<file path="src/rtl/core/kpc_pkg.sv">
`timescale 1ns / 1ps

package kpc_pkg;

    // register port geometry
    localparam int CFG_W          = 16;
    localparam int CFG_IDX_W      = 1;
    localparam int COUNT_WIDTH_DEF = 16;

    // reset values of the registers
    localparam logic [CFG_W-1:0] CHANGE_TIME_RST      = 16'd5;
    localparam logic [CFG_W-1:0] LONG_CHANGE_TIME_RST = 16'd100;

    typedef enum logic [CFG_IDX_W-1:0] {
        CFG_CHANGE_TIME      = 1'b0,
        CFG_LONG_CHANGE_TIME = 1'b1
    } t_cfg_idx;

    typedef enum logic [2:0] {
        ST_UP         = 3'd0,
        ST_PRESS      = 3'd1,
        ST_SHORT_HOLD = 3'd2,
        ST_DOWN       = 3'd3,
        ST_RELAX      = 3'd4
    } t_key_state;

    typedef struct packed {
        logic [CFG_W-1:0] change_time;
        logic [CFG_W-1:0] long_change_time;
    } t_cfg;

    typedef struct packed {
        logic key_level;
    } t_in_word;

    typedef struct packed {
        t_key_state key_state;
        logic       toggle_level;
        logic       one_shot;
    } t_out_word;

endpackage

</file>
<file path="src/rtl/core/kpc_if.sv">
`timescale 1ns / 1ps

// sample channel
interface kpc_in_if;
    import kpc_pkg::*;
    logic     valid;
    logic     ready;
    t_in_word data;
    modport source (output valid, output data, input ready);
    modport sink (input valid, input data, output ready);
endinterface

// result channel
interface kpc_out_if;
    import kpc_pkg::*;
    logic      valid;
    logic      ready;
    t_out_word data;
    modport source (output valid, output data, input ready);
    modport sink (input valid, input data, output ready);
endinterface

</file>
<file path="src/rtl/core/kpc_classify.sv">
`timescale 1ns / 1ps

module kpc_classify #(
    parameter int COUNT_WIDTH = kpc_pkg::COUNT_WIDTH_DEF
) (
    input  logic              i_clk,
    input  logic              i_rst_n,
    input  logic              i_step,
    input  logic              i_level,
    input  kpc_pkg::t_cfg     i_cfg,
    output kpc_pkg::t_out_word o_word
);
    import kpc_pkg::*;

    localparam int CMP_W = ((COUNT_WIDTH > CFG_W) ? COUNT_WIDTH : CFG_W) + 1;

    logic [COUNT_WIDTH-1:0] r_run_count, n_run_count;
    logic                   r_last_level;
    t_key_state             r_state, n_state;
    logic                   r_toggle, n_toggle;
    logic                   r_toggle_armed, n_toggle_armed;
    logic                   r_pulse_armed, n_pulse_armed;
    logic                   n_fire;

    logic [COUNT_WIDTH-1:0] cnt_base;
    logic [COUNT_WIDTH-1:0] cnt_inc;
    logic [CMP_W-1:0]       cnt_ext;
    logic [CMP_W-1:0]       short_lim;
    logic [CMP_W-1:0]       short_lim1;
    logic [CMP_W-1:0]       long_lim;

    // run counter: cleared on a level change, saturating increment
    assign cnt_base   = (i_level != r_last_level) ? '0 : r_run_count;
    assign cnt_inc    = (&cnt_base) ? cnt_base : cnt_base + 1'b1;
    assign cnt_ext    = CMP_W'(cnt_inc);
    assign short_lim  = CMP_W'(i_cfg.change_time);
    assign short_lim1 = short_lim + 1'b1;
    assign long_lim   = CMP_W'(i_cfg.long_change_time);

    // next class state and count
    always_comb begin
        n_state     = r_state;
        n_run_count = cnt_base;
        if (!i_level) begin
            if (r_state != ST_UP) begin
                n_run_count = cnt_inc;
                if (cnt_ext >= short_lim1) begin
                    n_state = ST_UP;
                end else if (cnt_ext >= short_lim) begin
                    n_state = ST_RELAX;
                end
            end else begin
                n_run_count = '0;
            end
        end else begin
            if (r_state != ST_DOWN) begin
                n_run_count = cnt_inc;
                if (cnt_ext >= long_lim) begin
                    n_state = ST_DOWN;
                end else if (cnt_ext >= short_lim1) begin
                    n_state = ST_SHORT_HOLD;
                end else if (cnt_ext >= short_lim) begin
                    n_state = ST_PRESS;
                end
            end else begin
                n_run_count = '0;
            end
        end
    end

    // toggle and one-shot follow the new state
    always_comb begin
        n_toggle       = r_toggle;
        n_toggle_armed = r_toggle_armed;
        n_pulse_armed  = r_pulse_armed;
        n_fire         = 1'b0;
        unique case (n_state)
            ST_SHORT_HOLD: begin
                if (r_toggle_armed) begin
                    n_toggle       = ~r_toggle;
                    n_toggle_armed = 1'b0;
                end
                if (r_pulse_armed) begin
                    n_fire        = 1'b1;
                    n_pulse_armed = 1'b0;
                end
            end
            ST_RELAX: begin
                n_toggle_armed = 1'b1;
            end
            ST_PRESS: begin
                n_pulse_armed = 1'b1;
            end
            default: begin
            end
        endcase
    end

    assign o_word.key_state    = n_state;
    assign o_word.toggle_level = n_toggle;
    assign o_word.one_shot     = n_fire;

    // state update per accepted word
    always_ff @(posedge i_clk) begin
        if (!i_rst_n) begin
            r_run_count    <= '0;
            r_last_level   <= 1'b0;
            r_state        <= ST_UP;
            r_toggle       <= 1'b0;
            r_toggle_armed <= 1'b1;
            r_pulse_armed  <= 1'b1;
        end else if (i_step) begin
            r_run_count    <= n_run_count;
            r_last_level   <= i_level;
            r_state        <= n_state;
            r_toggle       <= n_toggle;
            r_toggle_armed <= n_toggle_armed;
            r_pulse_armed  <= n_pulse_armed;
        end
    end

    // a fired pulse leaves the pulse disarmed
    a_fire_disarms: assert property (@(posedge i_clk) disable iff (!i_rst_n)
        (i_step && n_fire) |=> !r_pulse_armed)
        else $error("one-shot fired but stayed armed");

    // toggle only changes on a short hold word
    a_toggle_only_short: assert property (@(posedge i_clk) disable iff (!i_rst_n)
        (i_step && (n_toggle != r_toggle)) |-> (n_state == ST_SHORT_HOLD))
        else $error("toggle changed outside short hold");

endmodule

</file>
<file path="src/rtl/core/kpc_out_buf.sv">
`timescale 1ns / 1ps

module kpc_out_buf (
    input  logic               i_clk,
    input  logic               i_rst_n,
    input  logic               i_push,
    input  kpc_pkg::t_out_word i_word,
    output logic               o_can_push,
    output logic               o_valid,
    output kpc_pkg::t_out_word o_word,
    input  logic               i_ready
);
    import kpc_pkg::*;

    logic      r_out_vld, n_out_vld;
    logic      r_skid_vld, n_skid_vld;
    t_out_word r_out, n_out;
    t_out_word r_skid, n_skid;
    logic      pop;

    assign pop        = r_out_vld & i_ready;
    assign o_can_push = ~r_skid_vld;
    assign o_valid    = r_out_vld;
    assign o_word     = r_out;

    // two-entry output buffer: output register plus skid
    always_comb begin
        n_out_vld  = r_out_vld;
        n_skid_vld = r_skid_vld;
        n_out      = r_out;
        n_skid     = r_skid;
        if (pop) begin
            if (r_skid_vld) begin
                n_out      = r_skid;
                n_skid_vld = 1'b0;
            end else begin
                n_out_vld = 1'b0;
            end
        end
        if (i_push) begin
            if (!r_out_vld || (pop && !r_skid_vld)) begin
                n_out     = i_word;
                n_out_vld = 1'b1;
            end else begin
                n_skid     = i_word;
                n_skid_vld = 1'b1;
            end
        end
    end

    always_ff @(posedge i_clk) begin
        if (!i_rst_n) begin
            r_out_vld  <= 1'b0;
            r_skid_vld <= 1'b0;
        end else begin
            r_out_vld  <= n_out_vld;
            r_skid_vld <= n_skid_vld;
        end
        r_out  <= n_out;
        r_skid <= n_skid;
    end

    // skid only holds a word behind a waiting output word
    a_skid_behind_out: assert property (@(posedge i_clk) disable iff (!i_rst_n)
        r_skid_vld |-> r_out_vld)
        else $error("skid word without output word");

    // a stalled word moves into skid, never overwrites the output
    a_stall_to_skid: assert property (@(posedge i_clk) disable iff (!i_rst_n)
        (i_push && r_out_vld && !i_ready) |=> r_skid_vld)
        else $error("stalled word not kept in skid");

endmodule

</file>
<file path="src/rtl/core/key_press_classifier_core.sv">
`timescale 1ns / 1ps

// Key press classifier: takes one sampled key level per word and returns one
// result word per sample with the key state (up, press, short hold, down,
// relax), a toggle level and a one-shot pulse. A new sample is accepted every
// clock cycle while the output buffer has room; its result is registered in
// the output buffer after the combinational counter compare logic. Results
// sit in a two-entry output buffer, so the input stalls only when two results
// are waiting downstream. The user must write thresholds through the register
// port only while no word is in flight; the block does not enforce this. The
// run counter is COUNT_WIDTH bits and saturates.
module key_press_classifier_core #(
    parameter int COUNT_WIDTH = kpc_pkg::COUNT_WIDTH_DEF
) (
    input  logic                        i_clk,
    input  logic                        i_rst_n,
    kpc_in_if.sink                      i_in,
    kpc_out_if.source                   o_out,
    input  logic                        i_cfg_we,
    input  kpc_pkg::t_cfg_idx           i_cfg_idx,
    input  logic [kpc_pkg::CFG_W-1:0]   i_cfg_data
);
    import kpc_pkg::*;

    t_cfg      r_cfg;
    t_out_word step_word;
    logic      can_push;
    logic      step;

    // configuration registers
    always_ff @(posedge i_clk) begin
        if (!i_rst_n) begin
            r_cfg.change_time      <= CHANGE_TIME_RST;
            r_cfg.long_change_time <= LONG_CHANGE_TIME_RST;
        end else if (i_cfg_we) begin
            unique case (i_cfg_idx)
                CFG_CHANGE_TIME:      r_cfg.change_time      <= i_cfg_data;
                CFG_LONG_CHANGE_TIME: r_cfg.long_change_time <= i_cfg_data;
                default: begin
                end
            endcase
        end
    end

    assign i_in.ready = can_push;
    assign step       = i_in.valid & can_push;

    kpc_classify #(
        .COUNT_WIDTH (COUNT_WIDTH)
    ) u_classify (
        .i_clk   (i_clk),
        .i_rst_n (i_rst_n),
        .i_step  (step),
        .i_level (i_in.data.key_level),
        .i_cfg   (r_cfg),
        .o_word  (step_word)
    );

    kpc_out_buf u_out_buf (
        .i_clk      (i_clk),
        .i_rst_n    (i_rst_n),
        .i_push     (step),
        .i_word     (step_word),
        .o_can_push (can_push),
        .o_valid    (o_out.valid),
        .o_word     (o_out.data),
        .i_ready    (o_out.ready)
    );

endmodule
</file>
<file path="src/flat_wrapper.sv">
// flat-port wrapper written by rule: the top's interface ports become plain ports
module key_press_classifier_core_flat import kpc_pkg::*;
#(
    parameter int COUNT_WIDTH = kpc_pkg::COUNT_WIDTH_DEF
)
  (i_clk, i_rst_n, i_cfg_we, i_cfg_idx, i_cfg_data, i_in_valid, i_in_data, i_in_ready, o_out_valid, o_out_data, o_out_ready);
  kpc_in_if i_in_i ();
  kpc_out_if o_out_i ();
  input  logic i_clk;
  input  logic i_rst_n;
  input  logic i_cfg_we;
  input  kpc_pkg::t_cfg_idx i_cfg_idx;
  input  logic [kpc_pkg::CFG_W-1:0] i_cfg_data;
  input wire logic [$bits(i_in_i.valid)-1:0] i_in_valid;
  input wire logic [$bits(i_in_i.data)-1:0] i_in_data;
  output wire logic [$bits(i_in_i.ready)-1:0] i_in_ready;
  output wire logic [$bits(o_out_i.valid)-1:0] o_out_valid;
  output wire logic [$bits(o_out_i.data)-1:0] o_out_data;
  input wire logic [$bits(o_out_i.ready)-1:0] o_out_ready;
  assign i_in_i.valid = i_in_valid;
  assign i_in_i.data = i_in_data;
  assign i_in_ready = i_in_i.ready;
  assign o_out_valid = o_out_i.valid;
  assign o_out_data = o_out_i.data;
  assign o_out_i.ready = o_out_ready;
  key_press_classifier_core #(.COUNT_WIDTH(COUNT_WIDTH)) u_core (.i_clk(i_clk), .i_rst_n(i_rst_n), .i_in(i_in_i), .o_out(o_out_i), .i_cfg_we(i_cfg_we), .i_cfg_idx(i_cfg_idx), .i_cfg_data(i_cfg_data));
endmodule
</file>
<file path="config.mk">
export PLATFORM = sky130hd
export DESIGN_NAME = key_press_classifier_core_flat
export DESIGN_NICKNAME = d
export VERILOG_FILES = /design/src/rtl/core/kpc_pkg.sv /design/src/rtl/core/kpc_if.sv /design/src/rtl/core/kpc_classify.sv /design/src/rtl/core/kpc_out_buf.sv /design/src/rtl/core/key_press_classifier_core.sv /design/src/flat_wrapper.sv
export SDC_FILE = /design/constraint.sdc
export NUM_CORES = 1
export LEC_CHECK = 0
export ABC_AREA = 1
export BUFFER_PORTS_ARGS = -buffer_cell sky130_fd_sc_hd__buf_2
export CAP_MARGIN = 10
export CELL_PAD_IN_SITES_DETAIL_PLACEMENT = 0
export CELL_PAD_IN_SITES_GLOBAL_PLACEMENT = 1
export CORE_ASPECT_RATIO = 1.1
export CORE_UTILIZATION = 41
export CTS_BUF_LIST = sky130_fd_sc_hd__clkbuf_8 sky130_fd_sc_hd__clkbuf_16
export DETAILED_ROUTE_END_ITERATION = 7
export PLACE_DENSITY = 0.81
export SETUP_SLACK_MARGIN = 0.15
export SLEW_MARGIN = 0
export SYNTH_ARGS = -nofsm -noshare
export SYNTH_HDL_FRONTEND = slang
export SYNTH_SLANG_ARGS = --single-unit
</file>
<file path="constraint.sdc">
create_clock -name i_clk -period 6.1 [get_ports i_clk]
set_input_delay 0.61 -clock i_clk [delete_from_list [all_inputs] [get_ports i_clk]]
set_output_delay 0.61 -clock i_clk [all_outputs]
set_load 0.01 [all_outputs]
</file>
== After elaboration in Yosys (flattened, before gate mapping) ==
Cells that the tools add are included.
W data, S select, Z words.
Storage, ports and cells
  output and inout port bits: 7
  word-level logic and storage cells: 75
  memory bits (writable): 0
  register bits after elaboration: 67
  bits in read-only memories: 0
  bits in latches: 0
  memories: 0
  input port bits: 23
Cells by class
  divide/modulo/power cells: 0
  mux-type cells: 30
  add/subtract/negate cells: 2
  shifts and indexed selects: 0
  multipliers: 0
  equal/unequal tests: 5
  bitwise operators: 6
  $lt $le $gt $ge: 3
  reduce and logical (&&, ||, !) cells: 13
Operators by type and width (number)
  $mux W16: 5
  $ge A16 B16 Y1: 2
  $mux W3: 8
  $mux W5: 4
  $add A16 B1 Y17 const B: 1
  $ge A16 B17 Y1: 1
  $add A16 B1 Y16 const B: 1
  $reduce_and A16 Y1: 1
  $mux W1: 11
  $reduce_and A2 Y1: 5
  $not A1 Y1: 4
  $pmux W1 S2: 2
  $reduce_bool A2 Y1: 2
  $eq A3 B1 Y1 const B: 1
  $eq A3 B2 Y1 const B: 1
  $eq A3 B3 Y1 const B: 1
  $ne A3 B2 Y1 const B: 1
  $reduce_bool A3 Y1: 1
  $and A1 B1 Y1: 2
  $logic_not A1 Y1: 2
  $logic_and A1 B1 Y1: 1
  $logic_or A1 B1 Y1: 1
  $ne A1 B1 Y1: 1

== Depth between registers and ports, before layout ==
  word-level depth: 14
  mapped depth: 31
  mapped depth without buffers: 31

== By module ==
A second synthesis with hierarchy kept.
Second synthesis, totals
  cell total of the unflattened synthesis: 714
  area total of the unflattened synthesis: 4952.2 µm²
By module, submodules not included
  kpc_classify: area each 3040.4 µm², seq. area each 460.4 µm², cells an instance 477, instances 1
  key_press_classifier_core: area each 1293.7 µm², seq. area each 640.6 µm², cells an instance 173, instances 1
  kpc_out_buf: area each 618.1 µm², seq. area each 290.3 µm², cells an instance 64, instances 1

== Least setup slack after synthesis ==
Ideal clock, no wire load.
  path kind: in2reg
  from: in i_in_data
  to: reg u_core.u_out_buf.r_skid[1] (netlist name), data pin
  arrival: 3413 ps
  required time: 5841 ps
  setup time: 259 ps
  path slack: 2428 ps
  stages: 26
  path buffers: 1
  path through: nand2_1 nand2_4 buf_6 nor2_1 ha_1 nand3_4 nor2_4 nand3_2 nor3_2 nor2_1 xor2_1 ha_1 nand2_1 nor2_1 and2_1 nand2_1 nand2_1 nand2_1 nand3_1 nand2_2 nand3_1 nand2_1 inv_2 nand3_1 nand2_1 nand2_1
RTL lines
  from (decl): RTL line flat_wrapper.sv:15  | input wire logic [$bits(i_in_i.data)-1:0] i_in_data;
  to (signal assigned): RTL line kpc_out_buf.sv:60  | r_skid <= n_skid;
  to (decl): RTL line kpc_out_buf.sv:18  | t_out_word r_skid, n_skid;

==> flow_summary.toml <==
[outcome]
status = "finished, final reports clean"

[sta]
slew_headroom = 0.433
period_share = 0.697
finalCriticalPeriod_ps = 4250
drv_slew = 0
fin_worst_skew_ps = 4.96
fin_setup_tns_ps = 0
finalSetupViolations = 0
finalHoldViolCount = 0
max_freq_mhz = 235
rsz0062_at_grt = "false"
tightest_slew_ps = 848

[power_and_ir_drop]
powerDensity_mw_per_mm2 = 218
net-switching-power_mw = 0.328
p_seq_frac = 0.426
intPower_mw = 0.804
irDropWorstVdd_mv = 0.101
clock_power_share = 0.428
p_leak_nw = 2.45
switching_share = 0.290
combPwrFrac = 0.146

[global_routing]
grt_max_degree = 39
grt.total_usage = 0.199
grt_first_pass_wirelength_um = 18500
gr-max-usage-layer = "met2"
met3_usage = 0.0314
grtUsageMet2 = 0.340
grt_pass1_vias = 3963
grt_antenna_before_repair = 0
grtUsageMet1 = 0.249
overflow = 0

[logic_synthesis]
synthesis.nets = 730
synth-main-ff-cell = "dfxtp_1"
synth_top_area_share = 0.267
yosys.cell_types.count = 41
yosysSeqAreaShare = 0.299
syn-instance-count = 657
syn_area_mm2 = 0.00465
synth.most_common_cell = "nand2_1"
yosys_warnings = 0
syn_area_per_cell_um2 = 7.08
synth_largest_area_cell = "dfxtp_1"
synth_common_cells = "nand2_1, inv_1, a21oi_1, dfxtp_1, nor2_1"
ys_top_cells_by_area = "dfxtp_1, ha_1, nand2_1, inv_1, a21oi_1"
async_flop_share = 0
synth_seq_cells = 67
synth_edf_count = 5

[cts]
cts_hold_buf = 0
cts_root_buf = "clkbuf_16"
insertion_delay_ps = 330
h-tree-depth = 3
postCtsResizedCells = 0
ctsLongestPathBuffers = 2
cts_made_buffers = 9
cts_sinks = 67
cts_tree = "built"
clk_pin_slew_ps = 60
cts_setup_buffers = 0

[detailed_routing]
drt-initial-drc-count = 152
via_count = 4144
drtPass1Iterations = 4
ant_nets = 0
post_drt_wl_per_cell_um = 13.3
remaining_drc_errors = 0
viasPerCell = 4.96
finalWirelength_um = 11100

[setup_path]
arrival_ps = 4330
critPathCaptureType = "register"
crit_required_ps = 6180
path_max_fanout = 15
worst-setup-path-type = "input port to register"
cp-start-kind = "input port"

[floorplan]
die-area_mm2 = 0.0118
io_pins = 30
dieHeight_um = 114
initial_utilization = 0.424
core_mm2 = 0.0110
rows = 40
die_x_um = 104

[layout]
drive_above_1_share = 0.124
finalNonFillerCells = 835
syn_to_final_growth_pct = 11.7
diodes = 0
num-nets-final = 756
fill_cells = 1139

[place]
dp_cells = 819
gp_congestion = 0.874
io_buffers = 29
dpl.hpwl_um = 8680

[worst_hold_path]
min_path_type = "register to register"

[flow_run]
maxCapViolCount = 0
[per-layer routing]
layer,up-vias,part of all wire
met5,-,0
met4,0,0.012
met3,8,0.045
met2,77,0.47
met1,1863,0.47
li1,2196,-
[layout make-up]
type / count / area (µm²) / area share
clock buffers: 9 / 225 / 0.0434
repair buffers: 30 / 153 / 0.0294
multi-input cells: 476 / 2810 / 0.542
well taps: 147 / 184 / 0.0354
flip-flops and latches: 67 / 1390 / 0.268
clock inverters: 7 / 52.6 / 0.0101
inverters: 99 / 374 / 0.0720
[worst max-delay path: stages]
cell and delay, ps:
buf_2 160, inv_2 70, nand2_2 70, nand2_4 150, nor2_1 260, ha_1 310
nand3_4 150, nor3_4 230, nand2_2 280, xor2_1 280, inv_1 120, ha_1 300
inv_1 60, nand3_1 90, nor3_1 290, nand2_1 190, nand3_1 130, nand2_1 50
nand3_1 80, nand2_1 80, inv_2 100, nand3_1 110, nand2_1 100, nand2_1 70
[through the flow]
stage / area [µm²] / setup slack, ps / hold WS, ps / utilization / power (mW)
after floorplan: 4650 / 2430 / 429 / - / 0.610
after global placement: 4920 / 1650 / 448 / 0.449 / 0.654
after detailed placement: 4920 / 1540 / 456 / 0.449 / 0.657
after CTS: 5190 / 1890 / 468 / 0.474 / 1.15
after global routing: 5190 / 1520 / 477 / 0.474 / 1.19
final: 5190 / 1850 / 465 / 0.474 / 1.13
[power groups by stage]
stage	Combinational, mW	Sequential (mW)	Clock (mW)
floorplan	0.117	0.493	0
global placement	0.163	0.491	0
detailed placement	0.166	0.492	0
CTS	0.166	0.482	0.501
global route	0.190	0.485	0.519
finish	0.165	0.482	0.484
[registers in the layout, indices dropped and copies added, names as in the netlist]
signal	cells
u_core.u_classify.r_run_count	16
u_core.u_out_buf.r_skid	5
u_core.u_out_buf.o_word	5
u_core.u_out_buf.r_skid_vld	1
u_core.u_classify.r_state	3
u_core.r_cfg	32
u_core.u_classify.r_pulse_armed	1
u_core.u_classify.r_last_level	1
u_core.u_out_buf.o_valid	1
u_core.u_classify.r_toggle	1
u_core.u_classify.r_toggle_armed	1
[path summary, 6_finish.rpt]
kind | from | to | slack (ps) | depth (start not counted)
min | u_core.r_cfg[15] | u_core.r_cfg[15] | 460 | 2
max | i_in_data | u_core.u_out_buf.r_skid[1] | 1850 | 24
min reg2reg | u_core.r_cfg[15] | u_core.r_cfg[15] | 460 | 2
max reg2reg | u_core.u_classify.r_last_level | u_core.u_out_buf.r_skid[1] | 1920 | 23
[kinds of logic (layout without fill, tap and decap cells)]
family	Yosys count	count (layout)	synth area share
adder cells (fa/ha/maj)	50	50	0.135
AO/OA/AOI/OAI	120	120	0.141
buffers and inverters	114	145	0.0958
AND/OR/NAND/NOR	280	280	0.280
flip-flops	67	67	0.299
multiplexers	1	1	0.00215
XOR/XNOR	25	25	0.0471
[placed cells by master, fill, tap and decap left out, drive strengths merged, types with 7 or more instances in the layout]
cell type,synthesis,routed
nor3,18,18
inv,97,99
xnor2,7,7
ha,50,50
nand2,155,155
nand4,10,10
dfxtp,62,62
xor2,18,18
nand3,30,30
nor2,60,60
clkbuf,13,9
clkinv,2,7
o21ai,37,37
buf,2,30
a21oi,63,63
(Power assumes the default switching activity.)
